===== config.mk =====
export PLATFORM = sky130hd
export DESIGN_NAME = akf_mul
export DESIGN_NICKNAME = d
export VERILOG_FILES = /design/src/design/akf_pkg.sv /design/src/design/akf_mul.sv
export SDC_FILE = /design/constraint.sdc
export NUM_CORES = 2
export LEC_CHECK = 0
export BUFFER_PORTS_ARGS = -buffer_cell sky130_fd_sc_hd__buf_2
export CORE_MARGIN = 10
export CORE_UTILIZATION = 41
export CTS_CLUSTER_DIAMETER = 60
export DETAILED_ROUTE_END_ITERATION = 6
export GPL_TIMING_DRIVEN = 1
export SLEW_MARGIN = 20
export SYNTH_ARGS = -nofsm -noshare
export SYNTH_HDL_FRONTEND = slang
export SYNTH_SLANG_ARGS = --single-unit

===== constraint.sdc =====
create_clock -name clk -period 18.08 [get_ports clk]
set_clock_uncertainty 0.1 [all_clocks]
set_input_delay 1.808 -clock clk [delete_from_list [all_inputs] [get_ports clk]]
set_output_delay 1.808 -clock clk [all_outputs]
set_load 0.01 [all_outputs]

===== src/design/akf_pkg.sv =====
// Shared types, widths and saturation helpers of the angle/rate Kalman filter.
package akf_pkg;

	localparam int AngW  = 32;  // Q16.16 angle, rate, bias
	localparam int CovW  = 48;  // Q16.32 covariance, noise, gain
	localparam int DtW   = 16;  // Q0.16 time step
	localparam int OpW   = 50;  // signed operand width of the shared units
	localparam int MagW  = 49;  // magnitude width of an operand
	localparam int DigW  = 17;  // multiplier digit
	localparam int NDig  = 3;   // digits per operand
	localparam int AccW  = MagW + DigW * NDig;
	localparam int ResW  = 64;  // multiplier result, capped at 2^62
	localparam int SumW  = 66;  // headroom for sums before saturation
	localparam int DvdW  = 80;  // dividend (numerator << 32)
	localparam int RemW  = 50;
	localparam int CntW  = 7;   // holds DvdW
	localparam int CfgIdxW = 2;

	localparam logic [CfgIdxW-1:0] CFG_ANGLE_NOISE   = 2'd0;
	localparam logic [CfgIdxW-1:0] CFG_BIAS_NOISE    = 2'd1;
	localparam logic [CfgIdxW-1:0] CFG_MEASURE_NOISE = 2'd2;

	localparam logic [CovW-1:0] ANGLE_NOISE_RST   = 48'd4294967;
	localparam logic [CovW-1:0] BIAS_NOISE_RST    = 48'd12884902;
	localparam logic [CovW-1:0] MEASURE_NOISE_RST = 48'd128849019;

	typedef enum logic [3:0] {
		ST_IDLE  = 4'b0001,
		ST_ISSUE = 4'b0010,
		ST_WAIT  = 4'b0100,
		ST_DONE  = 4'b1000
	} state_t;

	typedef enum logic [3:0] {
		STP_RATE, STP_DP11, STP_T, STP_QB, STP_K0, STP_K1,
		STP_A, STP_B, STP_P10, STP_P11, STP_P00, STP_P01
	} step_t;

	typedef struct packed {
		logic                  start;
		logic signed [OpW-1:0] a;
		logic signed [OpW-1:0] b;
		logic                  sh32;
	} mul_req_t;

	typedef struct packed {
		logic                   start;
		logic signed [CovW-1:0] num;
		logic signed [OpW-1:0]  den;
	} div_req_t;

	function automatic logic signed [AngW-1:0] sat32(input logic signed [SumW-1:0] x);
		logic hi;
		logic lo;
		hi = &x[SumW-1:AngW-1];
		lo = |x[SumW-1:AngW-1];
		if (hi || !lo) return x[AngW-1:0];
		return x[SumW-1] ? {1'b1, {(AngW-1){1'b0}}} : {1'b0, {(AngW-1){1'b1}}};
	endfunction

	function automatic logic signed [CovW-1:0] sat48(input logic signed [SumW-1:0] x);
		logic hi;
		logic lo;
		hi = &x[SumW-1:CovW-1];
		lo = |x[SumW-1:CovW-1];
		if (hi || !lo) return x[CovW-1:0];
		return x[SumW-1] ? {1'b1, {(CovW-1){1'b0}}} : {1'b0, {(CovW-1){1'b1}}};
	endfunction

endpackage


===== src/design/akf_mul.sv =====
// Shared signed multiplier: digit-serial product, shift, cap at 2^62.
module akf_mul import akf_pkg::*; (
	input  logic                  clk,
	input  logic                  arst_n,
	input  mul_req_t              req,
	output logic                  done,
	output logic signed [ResW-1:0] res
);
	logic                busy_q, fin_q, done_q, neg_q, sh32_q;
	logic [1:0]          cnt_q;
	logic [MagW-1:0]     amag_q;
	logic [DigW*NDig-1:0] bmag_q;
	logic [AccW-1:0]     acc_q;
	logic signed [ResW-1:0] res_q;
	logic [OpW-1:0]      amag, bmag;
	logic [AccW-1:0]     shifted;
	logic [ResW-1:0]     capped;

	assign amag = req.a[OpW-1] ? OpW'(-req.a) : OpW'(req.a);
	assign bmag = req.b[OpW-1] ? OpW'(-req.b) : OpW'(req.b);
	assign shifted = sh32_q ? (acc_q >> 32) : (acc_q >> 16);
	assign capped = (shifted > AccW'(64'h4000_0000_0000_0000)) ? 64'h4000_0000_0000_0000
		: shifted[ResW-1:0];

	always_ff @(posedge clk or negedge arst_n) begin
		if (!arst_n) begin
			busy_q <= 1'b0;
			fin_q  <= 1'b0;
			done_q <= 1'b0;
			cnt_q  <= '0;
		end else begin
			done_q <= 1'b0;
			if (req.start) begin
				busy_q <= 1'b1;
				cnt_q  <= '0;
			end else if (busy_q) begin
				cnt_q <= cnt_q + 2'd1;
				if (cnt_q == 2'(NDig - 1)) begin
					busy_q <= 1'b0;
					fin_q  <= 1'b1;
				end
			end else if (fin_q) begin
				fin_q  <= 1'b0;
				done_q <= 1'b1;
			end
		end
	end

	always_ff @(posedge clk) begin
		if (req.start) begin
			amag_q <= amag[MagW-1:0];
			bmag_q <= (DigW*NDig)'(bmag[MagW-1:0]);
			acc_q  <= '0;
			neg_q  <= req.a[OpW-1] ^ req.b[OpW-1];
			sh32_q <= req.sh32;
		end else if (busy_q) begin
			acc_q  <= (acc_q << DigW) + AccW'(amag_q * bmag_q[DigW*NDig-1 -: DigW]);
			bmag_q <= bmag_q << DigW;
		end else if (fin_q) begin
			res_q <= neg_q ? -$signed(capped) : $signed(capped);
		end
	end

	assign done = done_q;
	assign res  = res_q;
endmodule


Word level (Yosys, flattened, before mapping)

Index checks and enable logic that the tools add are counted.

Output and inout port bits: 65
Input bits: 104
Word-level logic and storage cells: 43
Register bits: 271

Magnitude comparators: 1
Bitwise operators: 3
$mul: 1
Reduce and logical (&&, ||, !) cells: 3
$add $sub $neg: 5
Multiplexer cells: 17
Eq/ne operators: 2

Operators with widths:

| kind                                                             | count |
|---|---|
| 2-to-1 mux 49 bit                                                | 4 |
| 2-to-1 mux 64 bit                                                | 2 |
| adder 100 x 66 -> 100 bit                                        | 1 |
| negation 49 bit                                                  | 2 |
| greater-than comparator 84 x 63 -> 1 bit (second input constant) | 1 |
| 2-to-1 mux 84 bit                                                | 1 |
| multiplier 49 x 17 -> 66 bit                                     | 1 |
| negation 64 bit                                                  | 1 |
| 2-to-1 mux 1 bit                                                 | 8 |
| 2-to-1 mux 2 bit                                                 | 2 |
| AND reduction 3 bit                                              | 1 |
| adder 2 x 1 -> 2 bit (second input constant)                     | 1 |
| equality test 2 bit (second input constant)                      | 1 |
| != test 2 x 1 -> 1 bit (second input constant)                   | 1 |
| inverter 1 bit                                                   | 2 |
| AND reduction 2 bit                                              | 1 |
| nonzero test 2 bit                                               | 1 |
| XOR 1 bit                                                        | 1 |

Depth between registers and ports, before layout

Depth in word-level cells: 5
Mapped depth: 27
Gate-level depth less buffers: 23

Least setup slack after synthesis

No wires, ideal clock.

Path kind: register to register
From: register bmag_q[44]
To: register acc_q[79]
Period minus slack after synthesis: 7.172 ns
Setup time: 0.091 ns
Path buffers: 3
Stages on the path, launching flop included: 24
Data arrival time: 6.981 ns
Required time: 17.889 ns
Path slack: 10.908 ns
Cells stage by stage: edfxtp_1 -> clkbuf_1 -> buf_1 -> nand2_1 -> fa_1 -> inv_1 -> fa_1 -> fa_1 -> fa_1 -> fa_1 -> inv_1 -> fa_1 -> inv_1 -> ha_1 -> nand4_1 -> or3_1 -> or3_1 -> o211ai_1 -> a31oi_1 -> o211a_1 -> buf_2 -> nor3_4 -> or4b_2 -> a311oi_1

Longest elaborated chain between the ends: 2

Ends and longest elaborated chain:

| what                         | RTL line      | text |
|---|---|---|
| start: declaration           | akf_mul.sv:12 | `logic [DigW*NDig-1:0] bmag_q;` |
| start signal: assignment     | akf_mul.sv:52 | `bmag_q <= (DigW*NDig)'(bmag[MagW-1:0]);` |
| start signal: assignment     | akf_mul.sv:58 | `bmag_q <= bmag_q << DigW;` |
| multiplier 49 x 17 -> 66 bit | akf_mul.sv:57 | `acc_q <= (acc_q << DigW) + AccW'(amag_q * bmag_q[DigW*NDig-1 -: DigW]);` |
| adder 100 x 66 -> 100 bit    | akf_mul.sv:57 |  |
| end signal: assignment       | akf_mul.sv:57 |  |
| end: declaration             | akf_mul.sv:13 | `logic [AccW-1:0] acc_q;` |

No other way between the ends.
A chain may end at the register's enable or synchronous reset.

Worst setup path after layout

From: register bmag_q[45]
To: register acc_q[99]

The elaborated chain is that of the path after synthesis.

==> qor.yml <==
routed_wl_mm: 132
yosys.area.top_type_share_pct: 35.0
area_delta_synth_final_pct: 6.73
rsz0062_at_grt: "false"
die_w_um: 344
tightest_slew_ps: 1080
grt_antenna_before_repair: 1
core_sq_mm: 0.104
cts_tree: "yes"
critPathMaxFanout: 49
finalCriticalPeriod_ps: 8230
outcome: "completed"
clkSinkCount: 271
clk_pin_slew_worst_paths_ps: 60
gp_congestion: 0.923
cp.required_ps: 18470
r2r_end: "acc_q[99]"
cts_hold_buffers: 0
die_h_um: 344
fmax_mhz: 121
grt_max_degree: 80
drv_slew: 0
startpoint: "bmag_q[45]"
drive_gt1_share_pct: 6.56
cts-root-buf: "clkbuf_16"
synth_seq_cells: 271
cts_setup_buffers: 0
cts.repair.resized: 0
synth_area_leaders: "fa_1 (35%), edfxtp_1 (11%), inv_1 (7.7%), nand2_1 (6.4%), dfxtp_1 (4.7%)"
slew_headroom_pct: 27.5
wl_per_cell_um: 21.2
worstReg2RegStart: "bmag_q[45]"
yosys_warnings: 0
overflow: 0
yosysMostFrequentCell: "inv_1"
seq_area_frac_synth_pct: 16.5
final-hold-violation-count: 0
min_path_cells: 2
synth.top_cells.by_count: "inv_1 (887), fa_1 (753), nand2_1 (729), and2_1 (316), clkbuf_1 (276)"
tns_ps: 0
synth_area_per_cell_sq_um: 8.80
route.detailed.drc: 0
finalSetupViolations: 0
synth_edf_count: 164
crit_path_end_kind: "register"
async_flop_share_pct: 1.85
min_from: "acc_q[0]"
synth_cells: 4894
hold_slack_ps: 372
drtIter0Drc: 2625
syn-num-nets: 5913
r2r_slack_ps: 9850
hpwl_mm: 101
ff2ff_path_depth: 20
ioPinCount: 169
critPathArrivalTime_ps: 8620
cts_buffer_depth: 3
grt_pass1_wl_mm: 212
holdPathEnd: "acc_q[0]"
placementRows: 118
synth_top_area_cell: "fa_1"
start_util_pct: 41.4
synth_cell_types: 87
path_class: "reg2reg"
grt_usage_pct: 22.9
drtPass1Iterations: 5
cp-start-kind: "register"
fin_crit_sh_pct: 45.5
routed_via_density: 5.41
clock_latency_ps: 590
port_buffers: 168
cap_violations: 0
via_count: 33800
h-tree-depth: 2
ant_nets: 0
antenna_cells: 0
dieArea_sq_mm: 0.118
grt_pass1_vias: 35900
nets: 5853
ys.flop_type: "edfxtp_1"
hold_class: "reg2reg"
numCtsBuffers: 38
synth_area_sq_mm: 0.0431
-- sequential cells by signal, indices dropped and copies added (netlist names) --
name and count:
acc_q 100, amag_q 49, bmag_q 51, busy_q 1, cnt_q 2, done 1
fin_q 1, neg_q 1, res 64, sh32_q 1
-- critical path, cell delays in order, from the launching register on --
cell	delay (ps)
edfxtp_1	320
buf_4	590
nand2_1	170
fa_1	570
inv_1	50
fa_1	510
fa_1	540
fa_1	580
fa_1	540
fa_1	560
ha_1	510
nand4_1	160
or3_1	370
or3_1	350
o211ai_1	100
a31oi_1	80
buf_4	210
o211a_1	420
nor4_1	850
nand4_1	170
a311oi_1	280
-- logic make-up after synthesis --
| kind of cell | share of synthesized area, % |
|---|---|
| buffers and inverters | 10.5 |
| flip-flops | 16.5 |
| AND/OR/NAND/NOR | 18.3 |
| multiplexers | 2.38 |
| XOR/XNOR | 4.19 |
| AO/OA/AOI/OAI | 8.42 |
| adder cells (fa/ha/maj) | 39.7 |
-- worst max-delay path by stage --
stage	end	slack (ps)
CTS	acc_q[99]	9950
floorplan	acc_q[79]	10910
detailed placement	acc_q[99]	10000
global route	acc_q[99]	9450
global placement	acc_q[90]	9920
finish	acc_q[99]	9850
-- layout by cell type (no fill, tap or decap), types with 10 or more instances in the layout --
cell type  count
nor4_1        38
clkbuf_1      10
o22ai_1       19
clkbuf_16     39
ha_1         162
o41ai_1       17
nand2b_1      18
mux2_2        12
a211oi_1      18
o21ai_0      143
fa_1         753
or3_1         32
xor2_1        67
o31ai_1       33
or4_1         13
buf_2        167
a21o_1        43
xnor2_1      139
o21bai_1      12
buf_4         39
nand4_1       45
dfxtp_1      102
nor3_1        70
nand3b_1      11
a21oi_1      143
edfxtp_1     164
or2_2         12
nor3b_1       18
nand2_1      729
o21a_1        13
a31oi_1       17
o211ai_1      16
and3_1        14
nor2b_1       10
mux2i_1       89
nor2_1       237
and2_1       315
inv_1        887
nand3_1       46
-- per-layer routing --
| metal | global-route usage [%] | wire length [um] |
|---|---|---|
| met5 | 0 | 37 |
| met4 | 8.85 | 5520 |
| met2 | 39.4 | 65700 |
| met3 | 2.56 | 7450 |
| met1 | 29.2 | 53700 |
-- final cells by class --
type,count,area [sq um]
Clock buffer,54,1080
Multi-Input combinational cell,3427,31400
Fill cell,10300,58000
Tap cell,1380,1730
Timing Repair Buffer,207,1140
Clock inverter,15,131
Inverter,889,3340
Sequential cell,271,7100
-- stage by stage --
step / instances / worst slack [ps] / utilization, % / cell area, sq um
after global routing: 6243 / 9450 / 44.2 / 46000
final: 6243 / 9850 / 44.2 / 46000
after floorplan: 4894 / 10910 / - / 43100
after detailed placement: 6174 / 10000 / 43.0 / 44700
after CTS: 6243 / 9950 / 44.2 / 46000
after global placement: 6174 / 9920 / 43.0 / 44700
Power is not shown: default switching activity piles up to over one toggle a cycle in this logic, so the estimate is an artifact.
