==> src/design/akf_pkg.sv <==
// Shared types, widths and saturation helpers of the angle/rate Kalman filter.
package akf_pkg;

	localparam int AngW  = 32;  // Q16.16 angle, rate, bias
	localparam int CovW  = 48;  // Q16.32 covariance, noise, gain
	localparam int DtW   = 16;  // Q0.16 time step
	localparam int OpW   = 50;  // signed operand width of the shared units
	localparam int MagW  = 49;  // magnitude width of an operand
	localparam int DigW  = 17;  // multiplier digit
	localparam int NDig  = 3;   // digits per operand
	localparam int AccW  = MagW + DigW * NDig;
	localparam int ResW  = 64;  // multiplier result, capped at 2^62
	localparam int SumW  = 66;  // headroom for sums before saturation
	localparam int DvdW  = 80;  // dividend (numerator << 32)
	localparam int RemW  = 50;
	localparam int CntW  = 7;   // holds DvdW
	localparam int CfgIdxW = 2;

	localparam logic [CfgIdxW-1:0] CFG_ANGLE_NOISE   = 2'd0;
	localparam logic [CfgIdxW-1:0] CFG_BIAS_NOISE    = 2'd1;
	localparam logic [CfgIdxW-1:0] CFG_MEASURE_NOISE = 2'd2;

	localparam logic [CovW-1:0] ANGLE_NOISE_RST   = 48'd4294967;
	localparam logic [CovW-1:0] BIAS_NOISE_RST    = 48'd12884902;
	localparam logic [CovW-1:0] MEASURE_NOISE_RST = 48'd128849019;

	typedef enum logic [3:0] {
		ST_IDLE  = 4'b0001,
		ST_ISSUE = 4'b0010,
		ST_WAIT  = 4'b0100,
		ST_DONE  = 4'b1000
	} state_t;

	typedef enum logic [3:0] {
		STP_RATE, STP_DP11, STP_T, STP_QB, STP_K0, STP_K1,
		STP_A, STP_B, STP_P10, STP_P11, STP_P00, STP_P01
	} step_t;

	typedef struct packed {
		logic                  start;
		logic signed [OpW-1:0] a;
		logic signed [OpW-1:0] b;
		logic                  sh32;
	} mul_req_t;

	typedef struct packed {
		logic                   start;
		logic signed [CovW-1:0] num;
		logic signed [OpW-1:0]  den;
	} div_req_t;

	function automatic logic signed [AngW-1:0] sat32(input logic signed [SumW-1:0] x);
		logic hi;
		logic lo;
		hi = &x[SumW-1:AngW-1];
		lo = |x[SumW-1:AngW-1];
		if (hi || !lo) return x[AngW-1:0];
		return x[SumW-1] ? {1'b1, {(AngW-1){1'b0}}} : {1'b0, {(AngW-1){1'b1}}};
	endfunction

	function automatic logic signed [CovW-1:0] sat48(input logic signed [SumW-1:0] x);
		logic hi;
		logic lo;
		hi = &x[SumW-1:CovW-1];
		lo = |x[SumW-1:CovW-1];
		if (hi || !lo) return x[CovW-1:0];
		return x[SumW-1] ? {1'b1, {(CovW-1){1'b0}}} : {1'b0, {(CovW-1){1'b1}}};
	endfunction

endpackage

==> src/design/akf_div.sv <==
// Restoring divider for the gain: (num << 32) / den, one bit a cycle, saturated to 48 bits.
module akf_div import akf_pkg::*; (
	input  logic                   clk,
	input  logic                   arst_n,
	input  div_req_t               req,
	output logic                   done,
	output logic signed [CovW-1:0] quo
);
	logic                busy_q, fin_q, done_q, neg_q;
	logic [CntW-1:0]     cnt_q;
	logic [DvdW-1:0]     dvd_q, q_q;
	logic [RemW-1:0]     rem_q, ud_q, rem_sh;
	logic signed [CovW-1:0] quo_q;
	logic [OpW-1:0]      unum, uden;
	logic                ge;

	assign unum = req.num[CovW-1] ? OpW'(-$signed(req.num)) : OpW'($signed(req.num));
	assign uden = req.den[OpW-1] ? OpW'(-req.den) : OpW'(req.den);
	assign rem_sh = {rem_q[RemW-2:0], dvd_q[DvdW-1]};
	assign ge = rem_sh >= ud_q;

	always_ff @(posedge clk or negedge arst_n) begin
		if (!arst_n) begin
			busy_q <= 1'b0;
			fin_q  <= 1'b0;
			done_q <= 1'b0;
			cnt_q  <= '0;
		end else begin
			done_q <= 1'b0;
			if (req.start) begin
				busy_q <= (req.den != '0);
				fin_q  <= (req.den == '0);
				cnt_q  <= CntW'(DvdW - 1);
			end else if (busy_q) begin
				cnt_q <= cnt_q - CntW'(1);
				if (cnt_q == '0) begin
					busy_q <= 1'b0;
					fin_q  <= 1'b1;
				end
			end else if (fin_q) begin
				fin_q  <= 1'b0;
				done_q <= 1'b1;
			end
		end
	end

	always_ff @(posedge clk) begin
		if (req.start) begin
			dvd_q <= {unum[DvdW-33:0], 32'd0};
			ud_q  <= uden;
			rem_q <= '0;
			q_q   <= '0;
			neg_q <= req.num[CovW-1] ^ req.den[OpW-1];
		end else if (busy_q) begin
			rem_q <= ge ? rem_sh - ud_q : rem_sh;
			q_q   <= {q_q[DvdW-2:0], ge};
			dvd_q <= dvd_q << 1;
		end else if (fin_q) begin
			if (!neg_q)
				quo_q <= (q_q > DvdW'({1'b0, {(CovW-1){1'b1}}}))
					? {1'b0, {(CovW-1){1'b1}}} : q_q[CovW-1:0];
			else
				quo_q <= (q_q > DvdW'({1'b1, {(CovW-1){1'b0}}}))
					? {1'b1, {(CovW-1){1'b0}}} : -$signed(q_q[CovW-1:0]);
		end
	end

	assign done = done_q;
	assign quo  = quo_q;
endmodule

==> config.mk <==
export PLATFORM = sky130hd
export DESIGN_NAME = akf_div
export DESIGN_NICKNAME = d
export VERILOG_FILES = /design/src/design/akf_pkg.sv /design/src/design/akf_div.sv
export SDC_FILE = /design/constraint.sdc
export NUM_CORES = 1
export LEC_CHECK = 0
export BUFFER_PORTS_ARGS = -buffer_cell sky130_fd_sc_hd__buf_2
export CAP_MARGIN = 20
export CELL_PAD_IN_SITES_DETAIL_PLACEMENT = 1
export CELL_PAD_IN_SITES_GLOBAL_PLACEMENT = 2
export CORE_MARGIN = 2
export CORE_UTILIZATION = 38
export DETAILED_ROUTE_END_ITERATION = 7
export HOLD_SLACK_MARGIN = 0.1
export PLACE_DENSITY_LB_ADDON = 0.08
export SLEW_MARGIN = 15
export SYNTH_ARGS = -nofsm -noshare
export SYNTH_HDL_FRONTEND = slang
export SYNTH_SLANG_ARGS = --single-unit
==> constraint.sdc <==
create_clock -name clk -period 4.45 [get_ports clk]
set_clock_uncertainty 0.05 [all_clocks]
set_input_delay 1.335 -clock clk [delete_from_list [all_inputs] [get_ports clk]]
set_output_delay 1.335 -clock clk [all_outputs]
set_load 0.01 [all_outputs]
---- Yosys cells after proc, flatten, opt, wreduce, memory -nomap -nowiden ----
Cells that the tools add are included.
word-level totals
  input bits .............................. 101
  logic and storage cells ................. 47
  bits in registers ....................... 286
cells by class
  equal/unequal tests ..................... 1
  bitwise gates (word level) .............. 3
  mux-type cells .......................... 19
  order comparisons ....................... 3
  reduce and logical (&&, ||, !) cells .... 5
  add/sub/neg operators ................... 5
operators with widths
  operator                count
  $mux W48                4
  $mux W80                2
  $mux W49                2
  $neg A48 Y48            2
  $gt A80 B47 Y1 const B  1
  $gt A80 B48 Y1 const B  1
  $ge A50 B50 Y1          1
  $logic_not A50 Y1       1
  $neg A50 Y50            1
  $reduce_bool A50 Y1     1
  $sub A49 B49 Y49        1
  $mux W7                 2
  $mux W1                 9
  $logic_not A7 Y1        1
  $sub A7 B1 Y7 const B   1
  $ne A3 B2 Y1 const B    1
  $reduce_and A3 Y1       1
  $not A1 Y1              2
  $reduce_bool A2 Y1      1
  $xor A1 B1 Y1           1

---- Depth between registers and ports, before layout ----
Gate-level depths: netlist of the first run.
  word-level depth ........................ 4
  gate-level depth with buffers ........... 15
  gate-level depth less buffers ........... 13

---- Worst setup path before layout of the first run ----
No wires, ideal clock.
  path type ............................... in2reg
  start ................................... in req[98] (netlist name)
  end ..................................... reg quo_q[0] (netlist: quo[0]) (enable)
  data required time ...................... 3.946 ns
  buffers on the path ..................... 1
  library setup time ...................... 0.454 ns
  stages on the path ...................... 3
  slack ................................... -0.327 ns
  data arrival time ....................... 4.274 ns
  path through ............................ clkbuf_1 > or2_2 > nor2_1
between the ends
  longest elaborated chain between the ends .. 2
RTL lines
  what                                line           source
  start, declared                     akf_div.sv:5   input div_req_t req,
  $not A1 Y1 (no source line)         --
  $reduce_and A3 Y1 (no source line)  --
  end signal, assigned                akf_div.sv:60  quo_q <= (q_q > DvdW'({1'b0, {(CovW-1){1'b1}}}))
  end signal, assigned                akf_div.sv:63  quo_q <= (q_q > DvdW'({1'b1, {(CovW-1){1'b0}}}))
  end, declared                       akf_div.sv:13  logic signed [CovW-1:0] quo_q;
Every way passes these cells.
A chain may end at the register's enable or synchronous reset.

---- Worst setup path after layout of the first run ----
  start ................................... in req[1] (netlist name)
  end ..................................... reg ud_q[38], data pin
between the ends
  longest elaborated chain between the ends .. 2
RTL lines
  what                  line           source
  $neg A50 Y50          akf_div.sv:18  assign uden = req.den[OpW-1] ? OpW'(-req.den) : OpW'(req.den);
  $mux W49              akf_div.sv:18
  net uden[38]          akf_div.sv:14  logic [OpW-1:0] unum, uden;
  end signal, assigned  akf_div.sv:50  ud_q <= uden;
  end, declared         akf_div.sv:12  logic [RemW-1:0] rem_q, ud_q, rem_sh;
The timed path passes the listed nets, and every way through them passes these cells.

==> impl_metrics.yaml, run 1 <==
critical_path:
  r2r-start: "q_q[0]"
  crit_path_end_kind: "register"
  critical_path_class: "in -> reg"
  cp_common_cell: "or3_1"
  r2r_end: "quo[14]"
  arrival_ns: 4.44
  reg2reg_depth: 10
  slowest_delay_ns: 0.53
  startpoint_type: "input port"
  path_buf_inv: 3
  reg2reg_slack_ns: 0.37
  slowest_stage: "or4_1"
  crit_chain: "buf_2 -> inv_1 -> ha_1 -> or4b_1 -> or3_1 -> or4_1 -> or3_1 -> nor4_2 -> buf_4 -> nand3_2 -> o41ai_1 -> xnor2_1"
  crit_fanout: 7
  cp.required_ns: 4.68
  cpLargestDelayFamily: "simple AND/OR/NAND/NOR gates"
synthesis:
  synthCells: 1887
  yosysSeqAreaShare_pct: 42.2
  synth_top_area_share_pct: 25.7
  async_flop_share_pct: 3.50
  synth.area.top_cells: "edfxtp_1 (26%), dfxtp_1 (15%), mux2i_1 (7.1%)"
  ys.flop_type: "edfxtp_1"
  syn_nets: 2044
  synth_area_sq_um: 17200
  synth_edf_count: 147
  synth_common_cells: "nor2_1 (237), nand2_1 (149), edfxtp_1 (147), dfxtp_1 (129), a21oi_1 (124)"
  ys_types: 73
  yosysMostFrequentCell: "nor2_1"
  syn_avg_cell_area_sq_um: 9.10
  ys_warn_count: 0
  synth-seq-cells: 286
  yosysTopAreaCell: "edfxtp_1"
timing:
  relSlewSlack_pct: 27.4
  setup_violations: 0
  hold_slack_ns: 0.452
  finalCritPeriodShare_pct: 94.7
  slew_violations: 0
  max_freq_mhz: 237
  report.final.hold_viol_count: 0
  worst-slew-pin-transition_ns: 1.09
  fin_crit_ns: 4.21
  rsz0062_at_grt: "false"
global_routing:
  antenna_found_initial: 2
  grt_max_degree: 151
  grt_util_met1_pct: 28.2
  grt_pass1_wl_mm: 78.6
  grt_use_met2_pct: 33.6
  grt_pass1_vias: 14500
  met3_usage_pct: 3.69
  grt.overflow.total: 0
  busiest_layer: "met2"
  track_usage_pct: 20.5
final_layout:
  layout-drive-gt1-share_pct: 14.3
  antenna_cells: 0
  area_growth_pct: 15.5
  fin_nets: 2175
hold_path:
  hp-start: "rem_q[5]"
  hold_end: "rem_q[5]"
  worstHoldPathType: "reg -> reg"
  worstHoldPathCells: 2
clocking:
  cts_buffers: 36
  cts_max_path_buffers: 3
  cts-root-buf: "clkbuf_16"
  clkLatencyLatePin_ns: 0.54
  htree_levels: 2
  clkSinkCount: 286
  cts_tree: "done"
  clk_pin_slew_worst_paths_ns: 0.05
detailed_routing:
  via_per_inst: 5.43
  wl_mm: 48.1
  wl_per_cell_um: 18.2
  drt_iter0_drc: 554
  vias: 14300
  dr.pass1.iters: 4
  antenna_left: 0
  drc: 0
placement:
  gp_congestion: 0.823
  port_buffers: 149
  hpwlAfterDp_mm: 34.9
floorplan:
  coreArea_sq_um: 44400
  design.die.area_sq_um: 46900
  start_util_pct: 38.7
  rows: 77
  io_pins: 150
  die_height_um: 217
  die_w_um: 217
job:
  maxCapViolations: 0
power_and_ir_drop:
  total_power_mw: 7.48
  p_leak_nw: 8.20
  powerDensity_nw_per_um2: 377
  ir_drop_mv: 0.217
outcome:
  status: "completed"
[where the power goes]
| group | leakage, nW | switching (mW) | internal, mW |
|---|---|---|---|
| sequential | 2.58 | 0.0954 | 2.96 |
| combinational | 5.05 | 0.927 | 0.611 |
| clock | 0.569 | 1.14 | 1.74 |
[sequential cells by signal (all words and copies together) (netlist names)]
signal and flops:
busy_q 1, cnt_q 7, done 1, dvd_q 48, fin_q 1, neg_q 1
q_q 80, quo 48, rem_q 49, ud_q 50
[layer usage]
layer  share of wire, %  vias to the layer above
li1                   -                     7126
met1                 48                     6940
met2                 46                      193
met3                3.5                       62
met4                1.7                        4
met5              0.050                        -
[worst reg2reg max path, delay by kind of cell, from the launching register on]
family	cells	cell delay, ns
AND/OR/NAND/NOR	5	2.10
AO/OA/AOI/OAI	2	0.70
buffers and inverters	2	0.39
flip-flops	1	0.35
adder cells (fa/ha/maj)	1	0.24
[metrics by stage]
stage / setup WS, ns / setup TNS, ns / cells / utilization [%] / area [sq um]
global route: 0.0503 / 0 / 2636 / 44.6 / 19800
floorplan: 0.171 / 0 / 1887 / - / 17200
global placement: -0.254 / -2.09 / 2570 / 42.0 / 18700
finish: 0.238 / 0 / 2636 / 44.6 / 19800
CTS: 0.231 / 0 / 2634 / 44.6 / 19800
detailed placement: -0.346 / -3.55 / 2570 / 42.0 / 18700
[cells in the final DEF, fill, tap and decap left out, drive strengths merged, types with 55 or more instances in the layout]
master | netlist | routed
a21oi | 124 | 124
buf | 23 | 202
clkbuf | 86 | 55
dfxtp | 129 | 129
edfxtp | 147 | 147
ha | 55 | 55
inv | 82 | 82
mux2i | 122 | 122
nand2 | 149 | 149
nor2 | 237 | 237
o21ai | 97 | 97
xnor2 | 79 | 79
xor2 | 58 | 58
[worst max-delay path by stage]
stage	from	end	slack, ns	depth (start not counted)
after floorplan	req[1]	ud_q[38]	0.17	10
after global placement	req[1]	ud_q[38]	-0.25	12
after detailed placement	req[1]	ud_q[38]	-0.35	12
after CTS	req[1]	ud_q[38]	0.23	12
after global routing	req[1]	ud_q[38]	0.05	12
final	req[1]	ud_q[38]	0.24	12
[repair_timing]
action                                  4_1_cts  5_1_grt
setup buffers                                 0        1
gates resized for setup                       0        0
hold buffers                                  0        0
endpoints found under the setup margin        0        2
[final cells by class]
class / count / area, sq um
Inverter: 82 / 308
Timing Repair Buffer: 202 / 1190
Multi-Input combinational cell: 1410 / 9190
Clock buffer: 55 / 1050
Clock inverter: 9 / 95.1
Fill cell: 5169 / 24600
Sequential cell: 286 / 7250
Tap cell: 592 / 741
[kinds of logic (layout without fill, tap and decap cells)]
| logic type | after synthesis | after routing | synth area share [%] |
|---|---|---|---|
| xor+xnor | 137 | 137 | 6.99 |
| buf+inv | 191 | 348 | 4.32 |
| simple gates | 638 | 638 | 17.9 |
| mux | 128 | 128 | 7.51 |
| flops | 286 | 286 | 42.2 |
| compound gates | 451 | 451 | 17.0 |
| fa+ha+maj | 56 | 56 | 4.12 |
(Power assumes the default switching activity.)
==> inputs of run 2 (changes only) <==
--- a/config.mk
+++ b/config.mk
@@ -5,12 +5,11 @@
 export SDC_FILE = /design/constraint.sdc
 export NUM_CORES = 1
 export LEC_CHECK = 0
+export ABC_AREA = 1
 export BUFFER_PORTS_ARGS = -buffer_cell sky130_fd_sc_hd__buf_2
 export CAP_MARGIN = 20
-export CELL_PAD_IN_SITES_DETAIL_PLACEMENT = 1
-export CELL_PAD_IN_SITES_GLOBAL_PLACEMENT = 2
 export CORE_MARGIN = 2
-export CORE_UTILIZATION = 38
+export CORE_UTILIZATION = 62
 export DETAILED_ROUTE_END_ITERATION = 7
 export HOLD_SLACK_MARGIN = 0.1
 export PLACE_DENSITY_LB_ADDON = 0.08
==> run 2 against run 1 <==
Compared with the run above:
- hold slack worse by 0.037 ns
- power down 16%
- die area down 30%
- routed wire length up 22%
- synthesized cell count up 51%
- clock power down 13%
- sequential share of layout area down 3.0 points
- critical path type is now reg -> reg
==> impl_metrics.yaml, run 2 <==
clocking:
  cts_max_path_buffers: 3
  cts_hold_buf: 0
  cts-root-buf: "clkbuf_16"
  clk_pin_slew_worst_paths_ns: 0.06
  cts_tree: "done"
  cts_buffers: 30
  htree_levels: 1
  post_cts_buffers: 0
  clkSinkCount: 286
  cts_resized: 0
  clkLatencyLatePin_ns: 0.59
placement:
  hpwlAfterDp_mm: 44.1
  dp_slack_ns: 0.930
  gp_congestion: 1.02
  port_buffers: 149
critical_path:
  slowest_delay_ns: 0.67
  reg2reg_depth: 13
  reg2reg_slack_ns: 1.12
  slowest_stage: "nor4_1"
  cpLargestDelayFamily: "simple AND/OR/NAND/NOR gates"
  startpoint_type: "register"
  r2r-start: "ud_q[7]"
  path_buf_inv: 4
  cp.required_ns: 4.93
  cp_common_cell: "nand2_1"
  crit_chain: "inv_1 -> ha_1 -> nand2_1 -> nor4_1 -> nand4_2 -> buf_4 -> nand3_2 -> buf_4 -> nand2_1 -> buf_4 -> nand2_1 -> nand2_1 -> nand2_1"
  crit_path_end_kind: "register"
  r2r_end: "rem_q[42]"
  arrival_ns: 3.81
  crit_fanout: 50
  critical_path_class: "reg -> reg"
synthesis:
  synthCells: 2856
  yosysTopAreaCell: "edfxtp_1"
  async_flop_share_pct: 3.50
  synth_area_sq_um: 19500
  synth_common_cells: "nand2_1 (816), inv_1 (468), nor2_1 (282), nand3_1 (184), edfxtp_1 (147)"
  synth.area.top_cells: "edfxtp_1 (23%), nand2_1 (16%), dfxtp_1 (13%)"
  synth_top_area_share_pct: 22.6
  yosysSeqAreaShare_pct: 37.2
  yosysMostFrequentCell: "nand2_1"
  ys_warn_count: 0
  synth-seq-cells: 286
  ys.flop_type: "edfxtp_1"
  syn_nets: 3013
  ys_types: 49
  synth_edf_count: 147
  syn_avg_cell_area_sq_um: 6.83
timing:
  rsz0062_at_grt: "false"
  finalCritPeriodShare_pct: 74.9
  relSlewSlack_pct: 41.8
  setup_ws_ns: 1.12
  fin_crit_ns: 3.33
  report.final.hold_viol_count: 0
  slew_violations: 0
  max_freq_mhz: 300
  setup_violations: 0
  setup_tns_ns: 0
  worst-slew-pin-transition_ns: 0.873
detailed_routing:
  drc: 0
  drt_iter0_drc: 2048
  via_per_inst: 5.71
  dr.pass1.iters: 7
  vias: 19400
  antenna_left: 0
  wl_per_cell_um: 17.3
  wl_mm: 58.7
global_routing:
  grt_max_degree: 81
  antenna_found_initial: 16
  grt_pass1_wl_mm: 93.8
  track_usage_pct: 35.4
  grt_pass1_vias: 18600
  grt.overflow.total: 0
final_layout:
  area_growth_pct: 10.7
  top_register: "q_q"
  final_common_cell: "nand2_1"
  reg_top3: "q_q (80), ud_q (50), rem_q (49)"
  layout-drive-gt1-share_pct: 9.38
  multi_input_area_sq_um: 10100
  nFillCells: 2602
  seq_area_sq_um: 7250
  fin_nets: 3129
  final_cell_mix: "nand2_1 (816), inv_1 (468), nor2_1 (279)"
  largest_reg_flops: 80
outcome:
  status: "completed"
power_and_ir_drop:
  powerDensity_nw_per_um2: 291
  total_power_mw: 6.27
  p_leak_nw: 10.5
  ir_drop_mv: 0.308
floorplan:
  rows: 64
  die_w_um: 181
  io_pins: 150
  die_height_um: 181
  coreArea_sq_um: 30700
  start_util_pct: 63.4
  design.die.area_sq_um: 32900
hold_path:
  worstHoldPathCells: 2
  hp-start: "rem_q[48]"
  worstHoldPathType: "reg -> reg"
  hold_end: "rem_q[48]"
job:
  maxCapViolations: 0
## run 2: changes by cell type after synthesis, moves of 45 or more
cell and change:
mux2i_1 -122, o22ai_1 +72, nand3_1 +151, xor2_1 +45, nor2_1 +45, a21oi_1 -84, nand2_1 +667, nand4_1 +87
inv_1 +386
## run 2: cell families (layout without fill, tap and decap cells)
| kind of cell | count (synthesis) | after routing | synth area share (%) |
|---|---|---|---|
| AO/OA/AOI/OAI | 299 | 299 | 8.54 |
| XOR/XNOR | 140 | 140 | 6.29 |
| flip-flops | 286 | 286 | 37.2 |
| AND/OR/NAND/NOR | 1504 | 1504 | 33.2 |
| buffers and inverters | 571 | 711 | 11.2 |
| other | 0 | 11 | 0 |
| adder cells (fa/ha/maj) | 56 | 56 | 3.63 |
## run 2: worst max-delay path by stage
stage / start / end / slack (ns) / cells after the start
after floorplan: req[98] / quo[0] / 0.48 / 5
after global routing: q_q[0] / quo[45] / 1.0 / 10
final: ud_q[7] / rem_q[42] / 1.12 / 13
after detailed placement: req[0] / ud_q[28] / 0.93 / 12
after global placement: req[0] / ud_q[28] / 1.0 / 12
after CTS: ud_q[6] / rem_q[46] / 1.26 / 13
## run 2: worst register-to-register path: stages, from the launching register on
cell      delay, ns
edfxtp_1       0.33
inv_1          0.09
ha_1           0.36
nand2_1        0.13
nor4_1         0.67
nand4_2        0.15
buf_4          0.32
nand3_2        0.17
buf_4          0.49
nand2_1        0.13
buf_4          0.21
nand2_1        0.08
nand2_1        0.06
nand2_1        0.06
## run 2: layout make-up
cell class | count | area share, %
sequential | 286 | 33.6
clock inverter | 11 | 0.481
tap | 396 | 2.29
multi-input combinational | 1999 | 46.7
timing repair buffer | 166 | 4.11
antenna | 11 | 0.127
clock buffer | 45 | 4.17
inverter | 489 | 8.51
## run 2: stage by stage
stage | hold WS, ns | area [sq um] | instances | utilization (%)
after floorplan | 0.379 | 19500 | 2856 | -
after global placement | 0.399 | 20600 | 3336 | 66.9
after detailed placement | 0.408 | 20600 | 3336 | 66.9
after CTS | 0.420 | 21600 | 3392 | 70.1
after global routing | 0.437 | 21600 | 3397 | 70.2
final | 0.416 | 21600 | 3403 | 70.2
## run 2: layer usage
| layer | wire length, um | track usage, % | up-vias |
|---|---|---|---|
| met1 | 23600 | 45.3 | 8877 |
| met2 | 26800 | 58.4 | 934 |
| met3 | 6180 | 8.69 | 163 |
| li1 | - | - | 9449 |
| met4 | 2080 | 12.4 | 10 |
| met5 | 66 | 0 | - |
## run 2: report_power, final
| part | switching [mW] | internal (mW) |
|---|---|---|
| combinational | 0.557 | 0.242 |
| sequential | 0.0405 | 2.91 |
| clock | 1.10 | 1.42 |
| total | 1.70 | 4.57 |
